File: config.mk
export PLATFORM = sky130hd
export DESIGN_NAME = pulse_width_deadband_mapper_unit
export DESIGN_NICKNAME = d
export VERILOG_FILES = /design/src/hdl/pwdm_pkg.sv /design/src/hdl/pwdm_queue.sv /design/src/hdl/pwdm_front.sv /design/src/hdl/pwdm_back.sv /design/src/hdl/pulse_width_deadband_mapper_unit.sv
export SDC_FILE = /design/constraint.sdc
export NUM_CORES = 2
export LEC_CHECK = 0
export BUFFER_PORTS_ARGS = -buffer_cell sky130_fd_sc_hd__buf_2
export CORE_ASPECT_RATIO = 0.6
export CORE_MARGIN = 5
export CORE_UTILIZATION = 45
export CTS_CLUSTER_DIAMETER = 120
export DETAILED_ROUTE_END_ITERATION = 10
export HOLD_SLACK_MARGIN = 0.1
export PLACE_DENSITY = 0.67
export SYNTH_ARGS = -nofsm -noshare
export SYNTH_HDL_FRONTEND = slang
export SYNTH_SLANG_ARGS = --single-unit
export TNS_END_PERCENT = 1
File: constraint.sdc
create_clock -name clk -period 8.6 [get_ports clk]
set_clock_uncertainty 0.05 [all_clocks]
set_input_delay 0.43 -clock clk [delete_from_list [all_inputs] [get_ports clk]]
set_output_delay 0.43 -clock clk [all_outputs]
set_load 0.005 [all_outputs]
File: src/hdl/pwdm_pkg.sv
`default_nettype none
// ----------------------------------------------------------------------------
// pwdm_pkg
// shared types, register codes and constants of the pulse width mapper
// ----------------------------------------------------------------------------
package pwdm_pkg;

  // depth of the queue between front and back
  localparam int unsigned QUEUE_DEPTH = 2;

  // configuration port
  localparam int unsigned IDX_W      = 3;
  localparam int unsigned CFG_DATA_W = 17;

  localparam logic [IDX_W-1:0] REG_FILTER_ALPHA     = IDX_W'(0);
  localparam logic [IDX_W-1:0] REG_IN_LOW_LIMIT     = IDX_W'(1);
  localparam logic [IDX_W-1:0] REG_IN_HIGH_LIMIT    = IDX_W'(2);
  localparam logic [IDX_W-1:0] REG_IN_CENTER        = IDX_W'(3);
  localparam logic [IDX_W-1:0] REG_CENTER_HALFWIDTH = IDX_W'(4);
  localparam logic [IDX_W-1:0] REG_OUT_LOW          = IDX_W'(5);
  localparam logic [IDX_W-1:0] REG_OUT_HIGH         = IDX_W'(6);

  // reset values
  localparam logic [16:0]        RST_FILTER_ALPHA     = 17'd65536;
  localparam logic [14:0]        RST_IN_LOW_LIMIT     = 15'd1000;
  localparam logic [14:0]        RST_IN_HIGH_LIMIT    = 15'd2000;
  localparam logic [14:0]        RST_IN_CENTER        = 15'd1500;
  localparam logic [13:0]        RST_CENTER_HALFWIDTH = 14'd50;
  localparam logic signed [15:0] RST_OUT_LOW          = 16'sd0;
  localparam logic signed [15:0] RST_OUT_HIGH         = 16'sd255;

  // alpha of one in q1.16
  localparam logic [16:0] ALPHA_ONE = 17'd65536;

  // bucket numerator (offset times span) width, one divider step per bit
  localparam int unsigned NUM_W     = 31;
  localparam int unsigned DIV_STEPS = NUM_W;

  typedef struct packed {
    logic [16:0]        filter_alpha;
    logic [14:0]        in_low_limit;
    logic [14:0]        in_high_limit;
    logic [14:0]        in_center;
    logic [13:0]        center_halfwidth;
    logic signed [15:0] out_low;
    logic signed [15:0] out_high;
  } cfg_t;

  // classified word handed from front to back
  typedef struct packed {
    logic               is_div;   // needs the bucket division
    logic signed [15:0] value;    // final result, or bucket base
    logic [14:0]        offset;   // value minus range start, at least 1
    logic [16:0]        span;     // bucket count, 1 to 65536
    logic [15:0]        divisor;  // range length, 1 to 32768
  } entry_t;

endpackage
`default_nettype wire

File: src/hdl/pwdm_queue.sv
`default_nettype none
// ----------------------------------------------------------------------------
// pwdm_queue
// small register queue of classified words between front and back
// ----------------------------------------------------------------------------
module pwdm_queue #(
  parameter int unsigned DEPTH = pwdm_pkg::QUEUE_DEPTH  // 2 or more
) (
  input  logic              clk,
  input  logic              rst,
  input  logic              push,
  input  pwdm_pkg::entry_t  wr_entry,
  output logic              full,
  input  logic              pop,
  output pwdm_pkg::entry_t  rd_entry,
  output logic              empty
);

  localparam int unsigned PTR_W = $clog2(DEPTH);
  localparam int unsigned CNT_W = $clog2(DEPTH + 1);

  pwdm_pkg::entry_t slots [DEPTH];
  logic [PTR_W-1:0] wr_ptr;
  logic [PTR_W-1:0] rd_ptr;
  logic [CNT_W-1:0] count;
  logic             do_push;
  logic             do_pop;

  assign full     = (count == CNT_W'(DEPTH));
  assign empty    = (count == '0);
  assign do_push  = push && !full;
  assign do_pop   = pop && !empty;
  assign rd_entry = slots[rd_ptr];

  always_ff @(posedge clk) begin
    if (rst) begin
      wr_ptr <= '0;
      rd_ptr <= '0;
      count  <= '0;
    end else begin
      if (do_push) begin
        wr_ptr <= (wr_ptr == PTR_W'(DEPTH - 1)) ? '0 : wr_ptr + 1'b1;
      end
      if (do_pop) begin
        rd_ptr <= (rd_ptr == PTR_W'(DEPTH - 1)) ? '0 : rd_ptr + 1'b1;
      end
      if (do_push && !do_pop) begin
        count <= count + 1'b1;
      end else if (do_pop && !do_push) begin
        count <= count - 1'b1;
      end
    end
  end

  always_ff @(posedge clk) begin
    if (do_push) begin
      slots[wr_ptr] <= wr_entry;
    end
  end

endmodule
`default_nettype wire

File: src/hdl/pwdm_front.sv
`default_nettype none
// ----------------------------------------------------------------------------
// pwdm_front
// moving average update and region classification of each pulse width
// ----------------------------------------------------------------------------
module pwdm_front (
  input  logic              clk,
  input  logic              rst,
  input  pwdm_pkg::cfg_t    cfg,
  input  logic              push,
  output logic              full,
  input  logic [14:0]       pulse_width,
  output logic              q_push,
  output pwdm_pkg::entry_t  q_entry,
  input  logic              q_full
);

  typedef enum logic [1:0] {S_IDLE, S_MUL, S_UPD, S_CLS} state_t;

  state_t              state;
  logic [14:0]         sample;
  logic [30:0]         avg;       // q15.16, never above 32767.0
  logic                loaded;
  logic signed [49:0]  prod;

  logic [16:0]         alpha_sat;
  logic signed [31:0]  delta;
  logic signed [33:0]  avg_sum;

  logic [14:0]         v;
  logic signed [17:0]  vs;
  logic signed [17:0]  lo;
  logic signed [17:0]  hi;
  logic signed [16:0]  out_sum;
  logic signed [16:0]  out_sum_adj;
  logic signed [15:0]  mid;
  logic                direct;
  logic signed [15:0]  direct_val;
  logic signed [17:0]  range_a;
  logic signed [17:0]  range_b;
  logic signed [17:0]  base_p;
  logic signed [17:0]  top_q;
  logic signed [17:0]  span;
  logic signed [17:0]  divisor;
  logic signed [17:0]  offset;

  // filter arithmetic
  assign alpha_sat = (cfg.filter_alpha > pwdm_pkg::ALPHA_ONE) ? pwdm_pkg::ALPHA_ONE
                                                              : cfg.filter_alpha;
  assign delta     = $signed({1'b0, sample, 16'd0}) - $signed({1'b0, avg});
  assign avg_sum   = $signed({3'b000, avg}) + $signed(prod[49:16]);

  // region limits and midpoint
  assign v           = avg[30:16];
  assign vs          = $signed({3'b000, v});
  assign lo          = $signed({3'b000, cfg.in_center}) - $signed({4'b0000, cfg.center_halfwidth});
  assign hi          = $signed({3'b000, cfg.in_center}) + $signed({4'b0000, cfg.center_halfwidth});
  assign out_sum     = $signed({cfg.out_low[15], cfg.out_low})
                     + $signed({cfg.out_high[15], cfg.out_high});
  // round toward zero: add one before the shift when negative
  assign out_sum_adj = out_sum + $signed({16'd0, out_sum[16]});
  assign mid         = out_sum_adj[16:1];

  always_comb begin
    direct     = 1'b1;
    direct_val = cfg.out_low;
    range_a    = '0;
    range_b    = '0;
    base_p     = '0;
    top_q      = '0;
    priority if (v <= cfg.in_low_limit) begin
      direct_val = cfg.out_low;
    end else if (v >= cfg.in_high_limit) begin
      direct_val = cfg.out_high;
    end else if (vs <= lo) begin
      direct  = 1'b0;
      range_a = $signed({3'b000, cfg.in_low_limit});
      range_b = lo;
      base_p  = 18'(cfg.out_low);
      top_q   = 18'(mid);
    end else if (vs <= hi) begin
      direct_val = mid;
    end else begin
      direct  = 1'b0;
      range_a = hi;
      range_b = $signed({3'b000, cfg.in_high_limit});
      base_p  = 18'(mid);
      top_q   = 18'(cfg.out_high);
    end
  end

  assign span    = top_q - base_p + 18'sd1;
  assign divisor = range_b - range_a + 18'sd1;
  assign offset  = vs - range_a;

  always_comb begin
    q_entry.is_div  = 1'b0;
    q_entry.value   = direct_val;
    q_entry.offset  = offset[14:0];
    q_entry.span    = span[16:0];
    q_entry.divisor = divisor[15:0];
    if (!direct) begin
      priority if (span <= 18'sd0) begin
        // empty or inverted span ends clamped at the top end
        q_entry.value = top_q[15:0];
      end else if (divisor <= 18'sd0) begin
        q_entry.value = base_p[15:0];
      end else begin
        q_entry.is_div = 1'b1;
        q_entry.value  = base_p[15:0];
      end
    end
  end

  assign full   = (state != S_IDLE);
  assign q_push = (state == S_CLS) && !q_full;

  always_ff @(posedge clk) begin
    if (rst) begin
      state  <= S_IDLE;
      loaded <= 1'b0;
      avg    <= '0;
    end else begin
      unique case (state)
        S_IDLE: begin
          if (push) begin
            sample <= pulse_width;
            state  <= S_MUL;
          end
        end
        S_MUL: begin
          if (!loaded) begin
            avg    <= {sample, 16'd0};
            loaded <= 1'b1;
            state  <= S_CLS;
          end else begin
            prod  <= $signed({1'b0, alpha_sat}) * delta;
            state <= S_UPD;
          end
        end
        S_UPD: begin
          avg   <= avg_sum[30:0];
          state <= S_CLS;
        end
        S_CLS: begin
          if (!q_full) begin
            state <= S_IDLE;
          end
        end
      endcase
    end
  end

endmodule
`default_nettype wire

File: src/hdl/pwdm_back.sv
`default_nettype none
// ----------------------------------------------------------------------------
// pwdm_back
// bucket division, clamping and output register
// ----------------------------------------------------------------------------
module pwdm_back (
  input  logic                clk,
  input  logic                rst,
  input  logic                q_empty,
  input  pwdm_pkg::entry_t    q_entry,
  output logic                q_pop,
  input  logic                pop,
  output logic                empty,
  output logic signed [15:0]  mapped_value
);

  localparam int unsigned STEP_W = $clog2(pwdm_pkg::DIV_STEPS);

  typedef enum logic [2:0] {S_IDLE, S_MUL, S_DIV, S_FIX, S_OUT} state_t;

  state_t                        state;
  pwdm_pkg::entry_t              cur;
  logic [pwdm_pkg::NUM_W-1:0]    num;      // numerator, becomes the quotient
  logic [15:0]                   rem;
  logic [STEP_W-1:0]             step;
  logic signed [15:0]            res;
  logic                          out_valid;
  logic                          out_load;

  logic [31:0]                   prod_w;
  logic [16:0]                   trial;
  logic                          fits;
  logic [16:0]                   trial_sub;
  logic [16:0]                   k;

  assign prod_w    = cur.offset * cur.span;
  assign trial     = {rem, num[pwdm_pkg::NUM_W-1]};
  assign fits      = (trial >= {1'b0, cur.divisor});
  assign trial_sub = trial - {1'b0, cur.divisor};
  assign k         = (num >= pwdm_pkg::NUM_W'(cur.span)) ? cur.span - 17'd1 : num[16:0];

  assign q_pop    = (state == S_IDLE) && !q_empty;
  assign empty    = !out_valid;
  // output register takes a new word when free or being read out
  assign out_load = (state == S_OUT) && (!out_valid || pop);

  always_ff @(posedge clk) begin
    if (rst) begin
      state     <= S_IDLE;
      out_valid <= 1'b0;
    end else begin
      if (out_load) begin
        out_valid <= 1'b1;
      end else if (pop && out_valid) begin
        out_valid <= 1'b0;
      end
      unique case (state)
        S_IDLE: begin
          if (!q_empty) begin
            cur   <= q_entry;
            res   <= q_entry.value;
            state <= q_entry.is_div ? S_MUL : S_OUT;
          end
        end
        S_MUL: begin
          num   <= prod_w[pwdm_pkg::NUM_W-1:0];
          rem   <= '0;
          step  <= '0;
          state <= S_DIV;
        end
        S_DIV: begin
          rem  <= fits ? trial_sub[15:0] : trial[15:0];
          num  <= {num[pwdm_pkg::NUM_W-2:0], fits};
          step <= step + 1'b1;
          if (step == STEP_W'(pwdm_pkg::DIV_STEPS - 1)) begin
            state <= S_FIX;
          end
        end
        S_FIX: begin
          res   <= cur.value + k[15:0];
          state <= S_OUT;
        end
        S_OUT: begin
          if (out_load) begin
            mapped_value <= res;
            state        <= S_IDLE;
          end
        end
        default: state <= S_IDLE;
      endcase
    end
  end

endmodule
`default_nettype wire

File: src/hdl/pulse_width_deadband_mapper_unit.sv
`default_nettype none
// flow: the front multiplies, updates the average and classifies; the first sample
//   loads the average directly instead; bucketed words then pass the 31-step
//   restoring divider in the back
// handshake: the front takes no new word until the current one is queued, and the
//   back pulls no new word from the queue until its result is loaded for output
// reset: synchronous, clears the average, the queue and the output register,
//   and loads the configuration defaults
// ----------------------------------------------------------------------------
// pulse_width_deadband_mapper_unit
// smooths pulse widths with a moving average and maps them onto an output
// range with a center deadband
// ----------------------------------------------------------------------------
module pulse_width_deadband_mapper_unit #(
  parameter int unsigned QUEUE_DEPTH = pwdm_pkg::QUEUE_DEPTH
) (
  input  logic                              clk,
  input  logic                              rst,
  // input side
  input  logic                              push,
  output logic                              full,
  input  logic [14:0]                       pulse_width,
  // result side
  output logic                              empty,
  input  logic                              pop,
  output logic signed [15:0]                mapped_value,
  // configuration writes
  input  logic                              cfg_write,
  input  logic [pwdm_pkg::IDX_W-1:0]        cfg_index,
  input  logic [pwdm_pkg::CFG_DATA_W-1:0]   cfg_data
);

  pwdm_pkg::cfg_t    cfg;
  logic              q_push;
  logic              q_full;
  logic              q_pop;
  logic              q_empty;
  pwdm_pkg::entry_t  q_wr_entry;
  pwdm_pkg::entry_t  q_rd_entry;

  // configuration registers, each masked to its own width
  always_ff @(posedge clk) begin
    if (rst) begin
      cfg.filter_alpha     <= pwdm_pkg::RST_FILTER_ALPHA;
      cfg.in_low_limit     <= pwdm_pkg::RST_IN_LOW_LIMIT;
      cfg.in_high_limit    <= pwdm_pkg::RST_IN_HIGH_LIMIT;
      cfg.in_center        <= pwdm_pkg::RST_IN_CENTER;
      cfg.center_halfwidth <= pwdm_pkg::RST_CENTER_HALFWIDTH;
      cfg.out_low          <= pwdm_pkg::RST_OUT_LOW;
      cfg.out_high         <= pwdm_pkg::RST_OUT_HIGH;
    end else if (cfg_write) begin
      unique case (cfg_index)
        pwdm_pkg::REG_FILTER_ALPHA:     cfg.filter_alpha     <= cfg_data;
        pwdm_pkg::REG_IN_LOW_LIMIT:     cfg.in_low_limit     <= cfg_data[14:0];
        pwdm_pkg::REG_IN_HIGH_LIMIT:    cfg.in_high_limit    <= cfg_data[14:0];
        pwdm_pkg::REG_IN_CENTER:        cfg.in_center        <= cfg_data[14:0];
        pwdm_pkg::REG_CENTER_HALFWIDTH: cfg.center_halfwidth <= cfg_data[13:0];
        pwdm_pkg::REG_OUT_LOW:          cfg.out_low          <= cfg_data[15:0];
        pwdm_pkg::REG_OUT_HIGH:         cfg.out_high         <= cfg_data[15:0];
        default: ;  // unused index, write dropped
      endcase
    end
  end

  // front: average update and classification into direct or bucketed words
  pwdm_front u_front (
    .clk         (clk),
    .rst         (rst),
    .cfg         (cfg),
    .push        (push),
    .full        (full),
    .pulse_width (pulse_width),
    .q_push      (q_push),
    .q_entry     (q_wr_entry),
    .q_full      (q_full)
  );

  // decoupling queue so the front keeps filtering while the divider runs
  pwdm_queue #(
    .DEPTH (QUEUE_DEPTH)
  ) u_queue (
    .clk      (clk),
    .rst      (rst),
    .push     (q_push),
    .wr_entry (q_wr_entry),
    .full     (q_full),
    .pop      (q_pop),
    .rd_entry (q_rd_entry),
    .empty    (q_empty)
  );

  // back: bucket division and the result register seen on the ports
  pwdm_back u_back (
    .clk          (clk),
    .rst          (rst),
    .q_empty      (q_empty),
    .q_entry      (q_rd_entry),
    .q_pop        (q_pop),
    .pop          (pop),
    .empty        (empty),
    .mapped_value (mapped_value)
  );

endmodule
`default_nettype wire

==> impl_metrics.json <==
{
  "status": "finished, final reports clean",
  "clk_latency_ns": 0.61,
  "layout.cells.non_filler": 7669,
  "critPathBufInv": 5,
  "start_util_pct": 45.5,
  "path_common_cell": "fa_1",
  "layout_common_cells": "nand2_1, inv_1, fa_1",
  "cp_top_family": "adder cells",
  "grt_usage_pct": 24.8,
  "fp.dieW_um": 458,
  "yosysSeqAreaShare_pct": 23.5,
  "tns_ns": 0,
  "final.period_utilization_pct": 98.8,
  "port_buffers": 57,
  "grt_pass1_vias": 41600,
  "synth_edf_count": 324,
  "maxCapViolCount": 0,
  "chipHeight_um": 279,
  "via_per_inst": 5.47,
  "slew_headroom_pct": 20.3,
  "cts_tree": "done",
  "antenna_found_initial": 2,
  "worstPathRequired_ns": 8.89,
  "hold_viol": 0,
  "reg2reg_to": "u_front.prod[46]$_DFFE_PP_",
  "clockBufferDepth": 3,
  "layout_commonest_cell": "nand2_1",
  "place.gp.congestion": 0.971,
  "clk_pin_slew_ns": 0.06,
  "cp.arrival_ns": 8.79,
  "ys.warnings.count": 0,
  "rsz0062_at_grt": "true",
  "slowest_delay_ns": 0.59,
  "drc": 0,
  "h-tree-depth": 2,
  "drtIter0Drc": 4179,
  "ant_nets": 0,
  "hp-start": "cfg_data[14]",
  "ys_ff_latch": 475,
  "grt_max_degree": 111,
  "hold_path.class": "primary input to flop",
  "cp-start-kind": "flop",
  "row_count": 98,
  "antenna_cells": 0,
  "first_pass_iters": 6,
  "whs_path_depth": 3,
  "whs_endpoint": "cfg[14]$_SDFFE_PP0P_",
  "synth_cell_types": 79,
  "cts.sinks": 475,
  "fin_nets": 7254,
  "drive_gt1_share_pct": 10.6,
  "layout_setup_ws_ns": 0.104,
  "place_ws_ns": -0.248,
  "synth_top_cell_by_area": "fa_1",
  "synth-async-reset-ratio_pct": 0,
  "r2r-start": "u_front.avg[11]$_SDFFE_PP0P_",
  "max_freq_mhz": 118,
  "setup_viol": 0,
  "syn_area_per_cell_um2": 9.26,
  "crit_type": "flop to flop",
  "worst-r2r-cell-count": 29,
  "dieArea_mm2": 0.128,
  "core_area_mm2": 0.119,
  "yosys.area.top_type_share_pct": 25.8,
  "holdWs_ns": 0.156,
  "area_delta_synth_final_pct": 11.5,
  "cp-end-kind": "flop",
  "cp_slowest_cell": "or4_4",
  "min_period_ns": 8.50,
  "overflow": 0,
  "dp.cells": 7550,
  "tightest_slew_ns": 1.19,
  "synth.area.top_cells": "fa_1, edfxtp_1, ha_1",
  "cts_made_buffers": 48,
  "drt-total-wl_mm": 158,
  "hpwl_mm": 127,
  "rrSetupSlack_ns": 0.10,
  "grt_pass1_wl_mm": 248,
  "vias": 42000,
  "yosys_most_used_dff": "edfxtp_1",
  "io_pins": 58,
  "netlist_area_mm2": 0.0543,
  "worst-path-max-fanout": 6,
  "routedWlPerCell_um": 20.7,
  "synthCells": 5862,
  "clock-root-buffer": "clkbuf_16",
  "maxSlewViolCount": 0
}
-- state kept, by name (all words and copies together), names as in the netlist, named ones only --
name                 flops
u_back.state             3
u_back.num              31
u_back.rem              16
u_front.state            2
u_back.cur              64
u_back.step              5
u_back.res              16
cfg                    108
u_front.avg             31
u_queue.wr_ptr           1
u_queue.rd_ptr           1
u_front.sample          15
u_front.prod            31
u_queue.slots          130
u_back.mapped_value     16
u_back.out_valid         1
u_front.loaded           1
u_queue.count            2
-- worst max path at each step --
stage	from	end	slack, ns	depth (start not counted)
floorplan	cfg[32]$_SDFFE_PP0P_	u_queue.slots[0][56]$_DFFE_PP_	0.18	40
global placement	u_front.avg[0]$_SDFFE_PP0P_	u_front.prod[46]$_DFFE_PP_	-0.10	31
detailed placement	u_front.avg[0]$_SDFFE_PP0P_	u_front.prod[46]$_DFFE_PP_	-0.25	34
CTS	u_front.sample[1]$_DFFE_PP_	u_front.prod[46]$_DFFE_PP_	0.02	30
global route	cfg[46]$_SDFFE_PP0P_	u_queue.slots[1][56]$_DFFE_PP_	-0.16	39
finish	u_front.avg[11]$_SDFFE_PP0P_	u_front.prod[46]$_DFFE_PP_	0.10	29
-- worst reg2reg max path: cells and delay by family, from the launching register on --
kind | cells | cell delay, ns
compound gates | 8 | 1.77
xor+xnor | 2 | 0.32
simple gates | 7 | 1.88
fa+ha+maj | 7 | 3.40
buf+inv | 5 | 0.53
flops | 1 | 0.32
-- cell families (layout without fill, tap and decap cells) --
| kind of cell | count (synthesis) | in the layout | share of synthesized area, % |
|---|---|---|---|
| AOI/OAI and AO/OA | 804 | 804 | 9.31 |
| xor gates and xnor gates | 263 | 263 | 4.29 |
| adders and majority gates | 1185 | 1185 | 37.0 |
| buffers and inverters | 1137 | 1342 | 7.90 |
| DFF | 475 | 475 | 23.5 |
| muxes | 128 | 128 | 2.55 |
| other | 2 | 4 | 0.0138 |
| and+or+nand+nor | 1868 | 1868 | 15.5 |
-- layer usage --
metal | up-vias | part of all wire (%) | GRT usage, %
met5 | - | 0.033 | 0.220
met4 | 4 | 1.6 | 3.93
met3 | 152 | 11 | 6.47
met2 | 1803 | 38 | 32.3
met1 | 20700 | 50 | 40.8
li1 | 19300 | - | -
-- synthesized netlist by cell type, types with 8 or more instances --
master,number
o31ai_1,11
and2_1,186
inv_1,888
fa_1,700
buf_2,8
nand2_1,921
or4_1,15
mux2i_1,44
o21a_1,43
a21oi_1,272
a211o_1,20
a221oi_1,11
a22oi_1,22
clkbuf_1,224
a31oi_1,14
ha_1,485
o22ai_1,11
xor2_1,89
o21bai_1,23
a211oi_1,43
mux2_2,84
nand3b_1,19
nor2_1,379
or2_2,10
o21ai_0,167
nand3_1,53
o211ai_1,12
a21o_1,70
dfxtp_1,151
xnor2_1,172
buf_1,14
or3_1,20
and4_1,8
nor2b_1,66
a22o_1,9
nand2b_1,35
nor4_1,19
nand4_1,25
edfxtp_1,324
and3_1,25
nor3b_1,12
nor3_1,67
-- through the flow --
step	instance area, µm²	utilization (%)
6_report	60500	50.7
5_1_grt	60500	50.7
4_1_cts	59900	50.2
3_5_place_dp	57900	48.5
3_3_place_gp	57900	48.5
2_1_floorplan	54300	-
-- cell type report --
cell class	count	area (µm²)
fillers	10900	58900
multi-input cells	4252	37900
flip-flops and latches	475	12800
inverters	889	3340
repair buffers	363	2830
well taps	1600	2000
clock buffers	69	1480
clock inverters	21	295
-- what timing repair did --
action                                  in CTS  in global routing
endpoints found under the setup margin      32                 46
hold buffers                                18                  0
setup buffers                                0                 10
pin swaps                                    1                 30
gates resized for setup                     17                108
hold endpoints to repair                    20                  0
gates cloned                                 0                  1
Power is left out: the tool's default activity adds up to more than one toggle a clock period on the data nets, which glitch-free logic cannot reach.
